==> src/hw/rtl/sti_pkg.sv <==
// ----------------------------------------------------------------------------
// sti_pkg
// Shared types and constants of the sphere triangle index generator.
// ----------------------------------------------------------------------------
package sti_pkg;

  localparam int unsigned IdxW    = 20;
  localparam int unsigned CfgW    = 11;
  localparam int unsigned CfgIdxW = 1;

  localparam int unsigned DefaultMaxSlices = 1024;
  localparam int unsigned DefaultMaxStacks = 1024;

  localparam logic [CfgIdxW-1:0] CfgSliceCount = 1'b0;
  localparam logic [CfgIdxW-1:0] CfgStackCount = 1'b1;

  localparam logic [CfgW-1:0] SliceReset = 11'd32;
  localparam logic [CfgW-1:0] StackReset = 11'd16;

  typedef struct packed {
    logic [IdxW-1:0] index_first;
    logic [IdxW-1:0] index_second;
    logic [IdxW-1:0] index_third;
    logic            tri_valid;
    logic            last_triangle;
  } tri_t;

endpackage

==> src/hw/rtl/sti_cfg.sv <==
// ----------------------------------------------------------------------------
// sti_cfg
// Slice and stack count registers, saturated to their legal ranges.
// ----------------------------------------------------------------------------
module sti_cfg import sti_pkg::*; #(
  parameter int unsigned MAX_SLICES = DefaultMaxSlices,
  parameter int unsigned MAX_STACKS = DefaultMaxStacks,
  localparam int unsigned SW = $clog2(MAX_SLICES + 1),
  localparam int unsigned TW = $clog2(MAX_STACKS + 1)
) (
  input  logic               clk_i,
  input  logic               rst_ni,
  input  logic               cfg_valid_i,
  input  logic [CfgIdxW-1:0] cfg_index_i,
  input  logic [CfgW-1:0]    cfg_data_i,
  output logic [SW-1:0]      slices_o,
  output logic [TW-1:0]      stacks_o
);

  logic [CfgW-1:0] slice_q, slice_d;
  logic [CfgW-1:0] stack_q, stack_d;

  always_comb begin
    slice_d = slice_q;
    stack_d = stack_q;
    if (cfg_valid_i) begin
      case (cfg_index_i)
        CfgSliceCount: slice_d = cfg_data_i;
        CfgStackCount: stack_d = cfg_data_i;
        default: ;
      endcase
    end
  end

  always_ff @(posedge clk_i or negedge rst_ni) begin
    if (!rst_ni) begin
      slice_q <= SliceReset;
      stack_q <= StackReset;
    end else begin
      slice_q <= slice_d;
      stack_q <= stack_d;
    end
  end

  always_comb begin
    if (32'(slice_q) < 32'd3) begin
      slices_o = SW'(3);
    end else if (32'(slice_q) > 32'(MAX_SLICES)) begin
      slices_o = SW'(MAX_SLICES);
    end else begin
      slices_o = SW'(slice_q);
    end
    if (32'(stack_q) < 32'd3) begin
      stacks_o = TW'(3);
    end else if (32'(stack_q) > 32'(MAX_STACKS)) begin
      stacks_o = TW'(MAX_STACKS);
    end else begin
      stacks_o = TW'(stack_q);
    end
  end

endmodule

==> src/hw/rtl/sti_walk.sv <==
// ----------------------------------------------------------------------------
// sti_walk
// Mesh position state and the triangle built from it for each request.
// ----------------------------------------------------------------------------
module sti_walk import sti_pkg::*; #(
  parameter int unsigned MAX_SLICES = DefaultMaxSlices,
  parameter int unsigned MAX_STACKS = DefaultMaxStacks,
  localparam int unsigned SW = $clog2(MAX_SLICES + 1),
  localparam int unsigned TW = $clog2(MAX_STACKS + 1)
) (
  input  logic          clk_i,
  input  logic          rst_ni,
  input  logic          step_i,
  input  logic          restart_i,
  input  logic [SW-1:0] slices_i,
  input  logic [TW-1:0] stacks_i,
  output tri_t          tri_o
);

  localparam int unsigned PW = $clog2(MAX_SLICES);
  localparam int unsigned BW = $clog2(MAX_STACKS);

  typedef enum logic [1:0] {
    PhTop  = 2'd0,
    PhMid  = 2'd1,
    PhBot  = 2'd2,
    PhDone = 2'd3
  } phase_e;

  phase_e          phase_q, phase_d, ph;
  logic [PW-1:0]   slice_q, slice_d, sp, nxt;
  logic [BW-1:0]   band_q, band_d, bp;
  logic [IdxW-1:0] ring_q, ring_d, rb, nr;
  logic            half_q, half_d, sh;
  logic [TW-1:0]   bands;
  logic            row_end, band_end;

  always_comb begin
    if (restart_i) begin
      ph = PhTop;
      sp = '0;
      bp = '0;
      rb = IdxW'(slices_i);
      sh = 1'b0;
    end else begin
      ph = phase_q;
      sp = slice_q;
      bp = band_q;
      rb = ring_q;
      sh = half_q;
    end

    bands    = stacks_i - TW'(3);
    row_end  = (SW'(sp) + SW'(1)) >= slices_i;
    band_end = (TW'(bp) + TW'(1)) >= bands;
    nxt      = row_end ? '0 : sp + PW'(1);
    nr       = rb + IdxW'(slices_i);

    phase_d = ph;
    slice_d = sp;
    band_d  = bp;
    ring_d  = rb;
    half_d  = sh;
    tri_o   = '0;

    case (ph)
      PhTop: begin
        tri_o.index_first  = IdxW'(sp);
        tri_o.index_second = rb + IdxW'(nxt);
        tri_o.index_third  = rb + IdxW'(sp);
        tri_o.tri_valid    = 1'b1;
        if (row_end) begin
          slice_d = '0;
          band_d  = '0;
          half_d  = 1'b0;
          phase_d = (bands != '0) ? PhMid : PhBot;
        end else begin
          slice_d = nxt;
        end
      end
      PhMid: begin
        tri_o.tri_valid = 1'b1;
        if (!sh) begin
          tri_o.index_first  = rb + IdxW'(sp);
          tri_o.index_second = nr + IdxW'(sp);
          tri_o.index_third  = nr + IdxW'(nxt);
          half_d = 1'b1;
        end else begin
          tri_o.index_first  = nr + IdxW'(nxt);
          tri_o.index_second = rb + IdxW'(nxt);
          tri_o.index_third  = rb + IdxW'(sp);
          half_d = 1'b0;
          if (row_end) begin
            slice_d = '0;
            ring_d  = nr;
            if (band_end) begin
              phase_d = PhBot;
            end else begin
              band_d = bp + BW'(1);
            end
          end else begin
            slice_d = nxt;
          end
        end
      end
      PhBot: begin
        tri_o.index_first   = rb + IdxW'(sp);
        tri_o.index_second  = rb + IdxW'(nxt);
        tri_o.index_third   = nr + IdxW'(sp);
        tri_o.tri_valid     = 1'b1;
        tri_o.last_triangle = row_end;
        if (row_end) begin
          phase_d = PhDone;
        end else begin
          slice_d = nxt;
        end
      end
      default: ;
    endcase
  end

  always_ff @(posedge clk_i or negedge rst_ni) begin
    if (!rst_ni) begin
      phase_q <= PhDone;
      slice_q <= '0;
      band_q  <= '0;
      ring_q  <= '0;
      half_q  <= 1'b0;
    end else if (step_i) begin
      phase_q <= phase_d;
      slice_q <= slice_d;
      band_q  <= band_d;
      ring_q  <= ring_d;
      half_q  <= half_d;
    end
  end

  // final triangle closes the mesh
  assert property (@(posedge clk_i) disable iff (!rst_ni)
    step_i && tri_o.last_triangle |=> phase_q == PhDone)
    else $error("last triangle did not end the mesh");

  // a restart lands on the first upper ring
  assert property (@(posedge clk_i) disable iff (!rst_ni)
    step_i && restart_i |=> ring_q == IdxW'($past(slices_i)))
    else $error("ring base wrong after restart");

  // half-quad toggle only while in the middle bands
  assert property (@(posedge clk_i) disable iff (!rst_ni)
    half_q |-> phase_q == PhMid)
    else $error("second half set outside middle bands");

endmodule

==> src/hw/rtl/sphere_triangle_index_generator_core.sv <==
// ----------------------------------------------------------------------------
// sphere_triangle_index_generator_core
// Streams the triangle index list of a UV sphere, one triangle per request.
// ----------------------------------------------------------------------------
// Usage:
//   Requests arrive on in_valid_i/restart_i; a transfer takes place when
//   in_valid_i is high and in_stall_o low. restart_i = 1 starts the mesh
//   from its first triangle in the same request. Each request yields one
//   result on out_valid_o with three vertex indices, tri_valid_o and
//   last_triangle_o; tri_valid_o is low once the mesh has ended.
//   The single result register after the index logic gives the result in
//   the cycle after the request; one request is taken per unstalled cycle.
//   in_stall_o rises only while a result is held and out_stall_i is high,
//   so a stalled receiver holds the result and back-pressures requests.
//   The config channel (cfg_valid_i, cfg_ready_o, cfg_index_i, cfg_data_i)
//   is always ready and writes slice or stack count; values are saturated
//   to [3, MAX_*]. Write it only while the block is idle.
//   Reset leaves counts at 32 slices and 16 stacks and the mesh finished,
//   so requests before a restart return tri_valid_o = 0.
// ----------------------------------------------------------------------------
module sphere_triangle_index_generator_core import sti_pkg::*; #(
  parameter int unsigned MAX_SLICES = DefaultMaxSlices,
  parameter int unsigned MAX_STACKS = DefaultMaxStacks
) (
  input  logic               clk_i,
  input  logic               rst_ni,
  input  logic               cfg_valid_i,
  output logic               cfg_ready_o,
  input  logic [CfgIdxW-1:0] cfg_index_i,
  input  logic [CfgW-1:0]    cfg_data_i,
  input  logic               in_valid_i,
  output logic               in_stall_o,
  input  logic               restart_i,
  output logic               out_valid_o,
  input  logic               out_stall_i,
  output logic [IdxW-1:0]    index_first_o,
  output logic [IdxW-1:0]    index_second_o,
  output logic [IdxW-1:0]    index_third_o,
  output logic               tri_valid_o,
  output logic               last_triangle_o
);

  localparam int unsigned SW = $clog2(MAX_SLICES + 1);
  localparam int unsigned TW = $clog2(MAX_STACKS + 1);

  logic          accept;
  logic [SW-1:0] slices;
  logic [TW-1:0] stacks;
  tri_t          tri_d, tri_q;
  logic          out_valid_q;

  assign cfg_ready_o = 1'b1;
  assign in_stall_o  = out_valid_q && out_stall_i;
  assign accept      = in_valid_i && !in_stall_o;

  sti_cfg #(
    .MAX_SLICES(MAX_SLICES),
    .MAX_STACKS(MAX_STACKS)
  ) u_cfg (
    .clk_i      (clk_i),
    .rst_ni     (rst_ni),
    .cfg_valid_i(cfg_valid_i && cfg_ready_o),
    .cfg_index_i(cfg_index_i),
    .cfg_data_i (cfg_data_i),
    .slices_o   (slices),
    .stacks_o   (stacks)
  );

  sti_walk #(
    .MAX_SLICES(MAX_SLICES),
    .MAX_STACKS(MAX_STACKS)
  ) u_walk (
    .clk_i    (clk_i),
    .rst_ni   (rst_ni),
    .step_i   (accept),
    .restart_i(restart_i),
    .slices_i (slices),
    .stacks_i (stacks),
    .tri_o    (tri_d)
  );

  always_ff @(posedge clk_i or negedge rst_ni) begin
    if (!rst_ni) begin
      out_valid_q <= 1'b0;
    end else if (accept) begin
      out_valid_q <= 1'b1;
    end else if (!out_stall_i) begin
      out_valid_q <= 1'b0;
    end
  end

  always_ff @(posedge clk_i) begin
    if (accept) begin
      tri_q <= tri_d;
    end
  end

  assign out_valid_o     = out_valid_q;
  assign index_first_o   = tri_q.index_first;
  assign index_second_o  = tri_q.index_second;
  assign index_third_o   = tri_q.index_third;
  assign tri_valid_o     = tri_q.tri_valid;
  assign last_triangle_o = tri_q.last_triangle;

  assert property (@(posedge clk_i) disable iff (!rst_ni)
    accept |=> out_valid_q)
    else $error("accepted request produced no result");

  assert property (@(posedge clk_i) disable iff (!rst_ni)
    out_valid_q && tri_q.last_triangle |-> tri_q.tri_valid)
    else $error("last flag on an empty result");

  assert property (@(posedge clk_i) disable iff (!rst_ni)
    slices >= SW'(3) && stacks >= TW'(3))
    else $error("counts below minimum after saturation");

endmodule

==> config.mk <==
export PLATFORM = sky130hd
export DESIGN_NAME = sphere_triangle_index_generator_core
export DESIGN_NICKNAME = d
export VERILOG_FILES = /design/src/hw/rtl/sti_pkg.sv /design/src/hw/rtl/sti_cfg.sv /design/src/hw/rtl/sti_walk.sv /design/src/hw/rtl/sphere_triangle_index_generator_core.sv
export SDC_FILE = /design/constraint.sdc
export NUM_CORES = 1
export LEC_CHECK = 0
export BUFFER_PORTS_ARGS = -buffer_cell sky130_fd_sc_hd__buf_2
export CORE_MARGIN = 5
export CORE_UTILIZATION = 62
export DETAILED_ROUTE_END_ITERATION = 10
export GPL_TIMING_DRIVEN = 0
export PLACE_DENSITY = 0.82
export SYNTH_ARGS = -nofsm -noshare
export SYNTH_HDL_FRONTEND = slang
export SYNTH_SLANG_ARGS = --single-unit
==> constraint.sdc <==
create_clock -name clk_i -period 6.2 [get_ports clk_i]
set_input_delay 1.24 -clock clk_i [delete_from_list [all_inputs] [get_ports clk_i]]
set_output_delay 1.24 -clock clk_i [all_outputs]
set_load 0.02 [all_outputs]
# Word level (Yosys, flattened, before mapping)
# Index checks and enable logic that the tools add are counted.
dict set report classes {
  bitwise 1
  eq_ne 3
  div_mod_pow 0
  shift 0
  add_sub_neg 10
  reduce_logical 7
  n_mul 0
  muxes 36
  order_cmp 6
}
# operator n
set op_table {}
lappend op_table {{$pmux W61 S3} 1}
lappend op_table {{$mux W10} 10}
lappend op_table {{$add A20 B10 Y20} 4}
lappend op_table {{$mux W20} 4}
lappend op_table {{$mux W60} 1}
lappend op_table {{$mux W11} 4}
lappend op_table {{$pmux W10 S3} 1}
lappend op_table {{$add A10 B1 Y11 const B} 2}
lappend op_table {{$ge A11 B11 Y1} 2}
lappend op_table {{$gt A11 B11 Y1 const B} 2}
lappend op_table {{$lt A11 B2 Y1 const B} 2}
lappend op_table {{$add A10 B1 Y10 const B} 2}
lappend op_table {{$add A20 B11 Y20} 1}
lappend op_table {{$pmux W10 S2} 1}
lappend op_table {{$mux W2} 7}
lappend op_table {{$reduce_bool A11 Y1} 1}
lappend op_table {{$sub A11 B2 Y11 const B} 1}
lappend op_table {{$pmux W2 S3} 1}
lappend op_table {{$mux W1} 5}
lappend op_table {{$reduce_and A2 Y1} 2}
lappend op_table {{$eq A2 B1 Y1 const B} 1}
lappend op_table {{$eq A2 B2 Y1 const B} 1}
lappend op_table {{$logic_and A1 B1 Y1} 2}
lappend op_table {{$logic_not A2 Y1} 1}
lappend op_table {{4 further kinds} 4}
dict set report totals {
  n_memories 0
  mem_bits_ro 0
  wordCells 76
  latch_bits 0
  out_inout_bits 65
  inputBits 18
  regBits 128
  ram_bits 0
}

# Logic depth before layout (Yosys ltp)
dict set report depth {
  ltp_word 9
  mapped_depth 29
  ltp_nobuf 27
}

# By module
# Synthesis repeated with hierarchy kept, for this count alone.
dict set report hier_totals {
  cells_unflattened 1154
  hier_area_um2 10284.9
}
# mod area_each_um2 seq_area_each_um2 n_inst cells_per_inst
set by_module_without_submodules {}
lappend by_module_without_submodules {sti_walk 7304.5 1078.5 1 1006}
lappend by_module_without_submodules {sphere_triangle_index_generator_core 1923.1 1886.8 1 68}
lappend by_module_without_submodules {sti_cfg 1057.3 553.0 1 80}

# Least setup slack after synthesis
# No wires, ideal clock.
dict set report synth_path {
  path_kind {input -> register}
  start {input port restart_i}
  end {register tri_q, in the netlist index_second_o[18], data pin}
  arrival_ns 6.180
  setup_slack_ns -0.156
  path_stages 27
  setup_ns 0.176
  path_buffers 3
  required_time_ns 6.024
  path_cell_list {buf_6 inv_2 clkbuf_1 nand2_1 inv_1 ha_1 xor2_1 inv_1 ha_1 a21oi_1 a21oi_1 o311ai_4 nand2_2 clkinv_2 clkbuf_1 ha_1 and4b_1 a31oi_1 o21ai_1 ha_1 a31oi_1 a211o_1 o211a_1 o31ai_4 nand4_1 xor2_1 o32ai_1}
}
# element line
set synth_rtl {}
lappend synth_rtl {{start, declared} sphere_triangle_index_generator_core.sv:33} ;# input logic restart_i,
lappend synth_rtl {{end signal, assigned} sphere_triangle_index_generator_core.sv:94} ;# tri_q <= tri_d;
lappend synth_rtl {{end, declared} sphere_triangle_index_generator_core.sv:49} ;# tri_t tri_d, tri_q;

==> results.yml <==
outcome:
  status: "complete, no violations"
placed_design:
  dp_cells: 1437
  place_congestion: 0.9876
  hpwlAfterDp_um: 25250
  dpl_worst_slack_ns: -1.861
  io_buffers: 81
  dpl_cell_area_mm2: 0.01102
detailed_routing:
  wl_um: 34560
  first_iter_violations: 1086
  ant_nets: 0
  drtPass1Iterations: 7
  remaining_drc_errors: 0
  vias: 10030
  via_per_inst: 6.658
  wl_per_cell_um: 22.93
worst_hold_path:
  worst_hold_path_type: "reg2reg"
timing:
  drv_slew: 0
  max_slew_margin_pct: 34.28
  finalSetupViolCount: 0
  fin_ws_ns: 0.008014
  hold_viol_final: 0
  fin_skew_ns: 0.01379
  fin_crit_ns: 6.192
  whs_ns: 0.4858
  final.period_utilization_pct: 99.87
  tightest_slew_ns: 0.9767
  fin_tns_setup_ns: 0
  fmaxAchievable_mhz: 161.5
  rsz0062_at_grt: "yes"
critical_path:
  endpoint: "index_second_o[16]"
  r2r_cells: 19
  r2r_start: "u_cfg.slice_q[10]"
  worst-setup-path-type: "in2reg"
  required_ns: 6.34
  r2r_end: "index_third_o[19]"
  reg2reg_setup_slack_ns: 0.62
  end_kind: "register"
  worst_setup_path_start_kind: "primary input"
  cp.arrival_ns: 6.33
  critPathLaunch: "restart_i"
  path_max_fanout: 8
synth:
  ys_seq_area_share_pct: 34.06
  postSynthCellCount: 1136
  yosysTopAreaCell: "edfxtp_1"
  yosys_warnings: 0
  syn_area_mm2: 0.01033
  synth_edf_count: 62
  ys_types: 99
  ys_ff_latch: 128
  yosys.area.top_type_share_pct: 18.02
  synthTopCellsByArea: "edfxtp_1, dfrtp_1, ha_1, xnor2_1, nand2_1"
  synthesis.nets: 1230
  yosys.cell_count.top_type: "nand2_1"
  synth_common_cells: "nand2_1, nor2_1, ha_1"
  synth-main-ff-cell: "edfxtp_1"
  avgSynthCellArea_um2: 9.093
  postSynth.asyncResetShare_pct: 51.56
floorplanning:
  die_w_um: 139.1
  coreArea_mm2: 0.01647
  io_pins: 83
  initial_utilization_pct: 62.74
  die_h_um: 139.1
  row_count: 47
  dieArea_mm2: 0.01934
clock_network:
  numCtsBuffers: 17
  clk_path_buf_depth: 2
  clock_sinks: 128
  htree_levels: 4
  clkLatencyLatePin_ns: 0.44
  clk_pin_slew_ns: 0.06
  cts_tree: "yes"
  clockRootBuffer: "clkbuf_16"
pwr:
  peakVddDrop_mv: 0.2204
  power_density_mw_per_mm2: 308.2
  fin_total_pwr_mw: 3.875
  p_leak_nw: 5.160
global_route:
  antenna_found_initial: 0
  grt_max_degree: 72
  gr-total-overflow: 0
  grt_use_total_pct: 34.07
  grt_first_pass_wirelength_um: 51560
  grt_pass1_vias: 9429
layout:
  final_cell_area_mm2: 0.01257
  syn_to_final_growth_pct: 21.69
  fin_util_pct: 76.35
  instances_no_fill: 1507
  nets: 1368
  final_layout_size_suffix_gt1_share_pct: 22.61
  diodes: 0
run:
  drv_cap: 0
## worst min path at each step
stage / start / end / slack, ns / cells after the start
3_3_place_gp: u_walk.ring_q[9] / u_walk.ring_q[9] / 0.46 / 2
3_5_place_dp: u_walk.ring_q[9] / u_walk.ring_q[9] / 0.47 / 2
5_1_grt: u_walk.ring_q[9] / u_walk.ring_q[9] / 0.53 / 2
4_1_cts: u_walk.ring_q[9] / u_walk.ring_q[9] / 0.49 / 2
2_1_floorplan: u_walk.ring_q[7] / u_walk.ring_q[7] / 0.45 / 2
6_report: u_walk.ring_q[9] / u_walk.ring_q[9] / 0.49 / 2
## cells by family after synthesis
kind of cell    share of synthesized area (%)
other cells                           0.03630
mux                                     4.046
xor+xnor                                8.309
buf+inv                                 4.094
compound gates                          20.66
fa+ha+maj                               9.617
flops                                   34.06
simple gates                            19.17
## worst max-delay path: stages
cell and delay [ns]:
buf_4 0.16, buf_12 0.16, nand2b_1 0.31, nor2_2 0.28, and3_1 0.26, and3_1 0.19, xor2_1 0.27, ha_1 0.30
and3_4 0.22, a21oi_4 0.16, nand2_4 0.12, clkinv_8 0.11, clkbuf_16 0.15, ha_4 0.16, and4b_1 0.18, a31oi_1 0.05
o21ai_2 0.12, ha_2 0.25, o31ai_1 0.09, a211o_1 0.31, o211a_4 0.30, o31ai_4 0.33, buf_4 0.18, nand3_1 0.08
xor2_1 0.20, o22ai_1 0.10
## flip-flops by register name, summed over array words and instances, names as in the netlist
signal and flops:
u_cfg.stack_q 11, index_first_o 20, u_walk.band_q 10, u_walk.half_q 1
u_walk.slice_q 10, u_cfg.slice_q 11, index_second_o 20, u_walk.ring_q 20
out_valid_o 1, tri_valid_o 1, u_walk.phase_q 2, last_triangle_o 1
index_third_o 20
## layer usage
layer | track usage, % | up-vias | routed length, µm
li1 | - | 4498 | -
met5 | 0 | - | 0
met3 | 8.517 | 117 | 4092
met2 | 54.31 | 676 | 15710
met4 | 14.06 | 0 | 1588
met1 | 44.54 | 4742 | 13170
## area by class of cell
type | instances | area (µm²)
buffer | 43 | 315.3
clock buffer | 18 | 429.2
clock inverter | 14 | 181.4
fill | 1178 | 3895
inverter | 50 | 224.0
multi-input combinational | 915 | 6903
sequential | 128 | 3518
tap | 220 | 275.3
timing repair buffer | 119 | 724.4
## cell usage in the layout, fill, tap and decap left out, types with 13 or more instances in the layout
cell | Yosys | final
buf_4 | 3 | 39
xnor2_1 | 61 | 57
xor2_1 | 37 | 35
nand2b_1 | 13 | 13
nor2b_1 | 45 | 42
edfxtp_1 | 62 | 62
ha_1 | 73 | 59
dfrtp_1 | 62 | 62
nand3_1 | 24 | 24
nor3_1 | 19 | 19
or3_1 | 13 | 13
a22o_1 | 17 | 17
nor2_1 | 91 | 86
buf_2 | 1 | 80
a21oi_1 | 56 | 48
nand2_1 | 113 | 108
mux2_2 | 30 | 28
clkbuf_1 | 31 | 29
clkbuf_16 | 0 | 19
o21ai_0 | 64 | 63
inv_1 | 45 | 42
o221ai_1 | 14 | 14
o22ai_1 | 32 | 31
## where the power goes
part,total (mW),internal (mW),switching (mW)
sequential,1.11,1.03,0.0759
clock,1.06,0.639,0.418
combinational,1.71,0.638,1.08
## repair_timing
action | in CTS | in global routing
buffers inserted | 13 | 23
cloned | 0 | 1
pin swaps | 13 | 29
hold buffers | 0 | 0
gates resized for setup | 64 | 56
endpoints found under the setup margin | 62 | 35
Note: power is estimated with default switching activity, not from simulation.
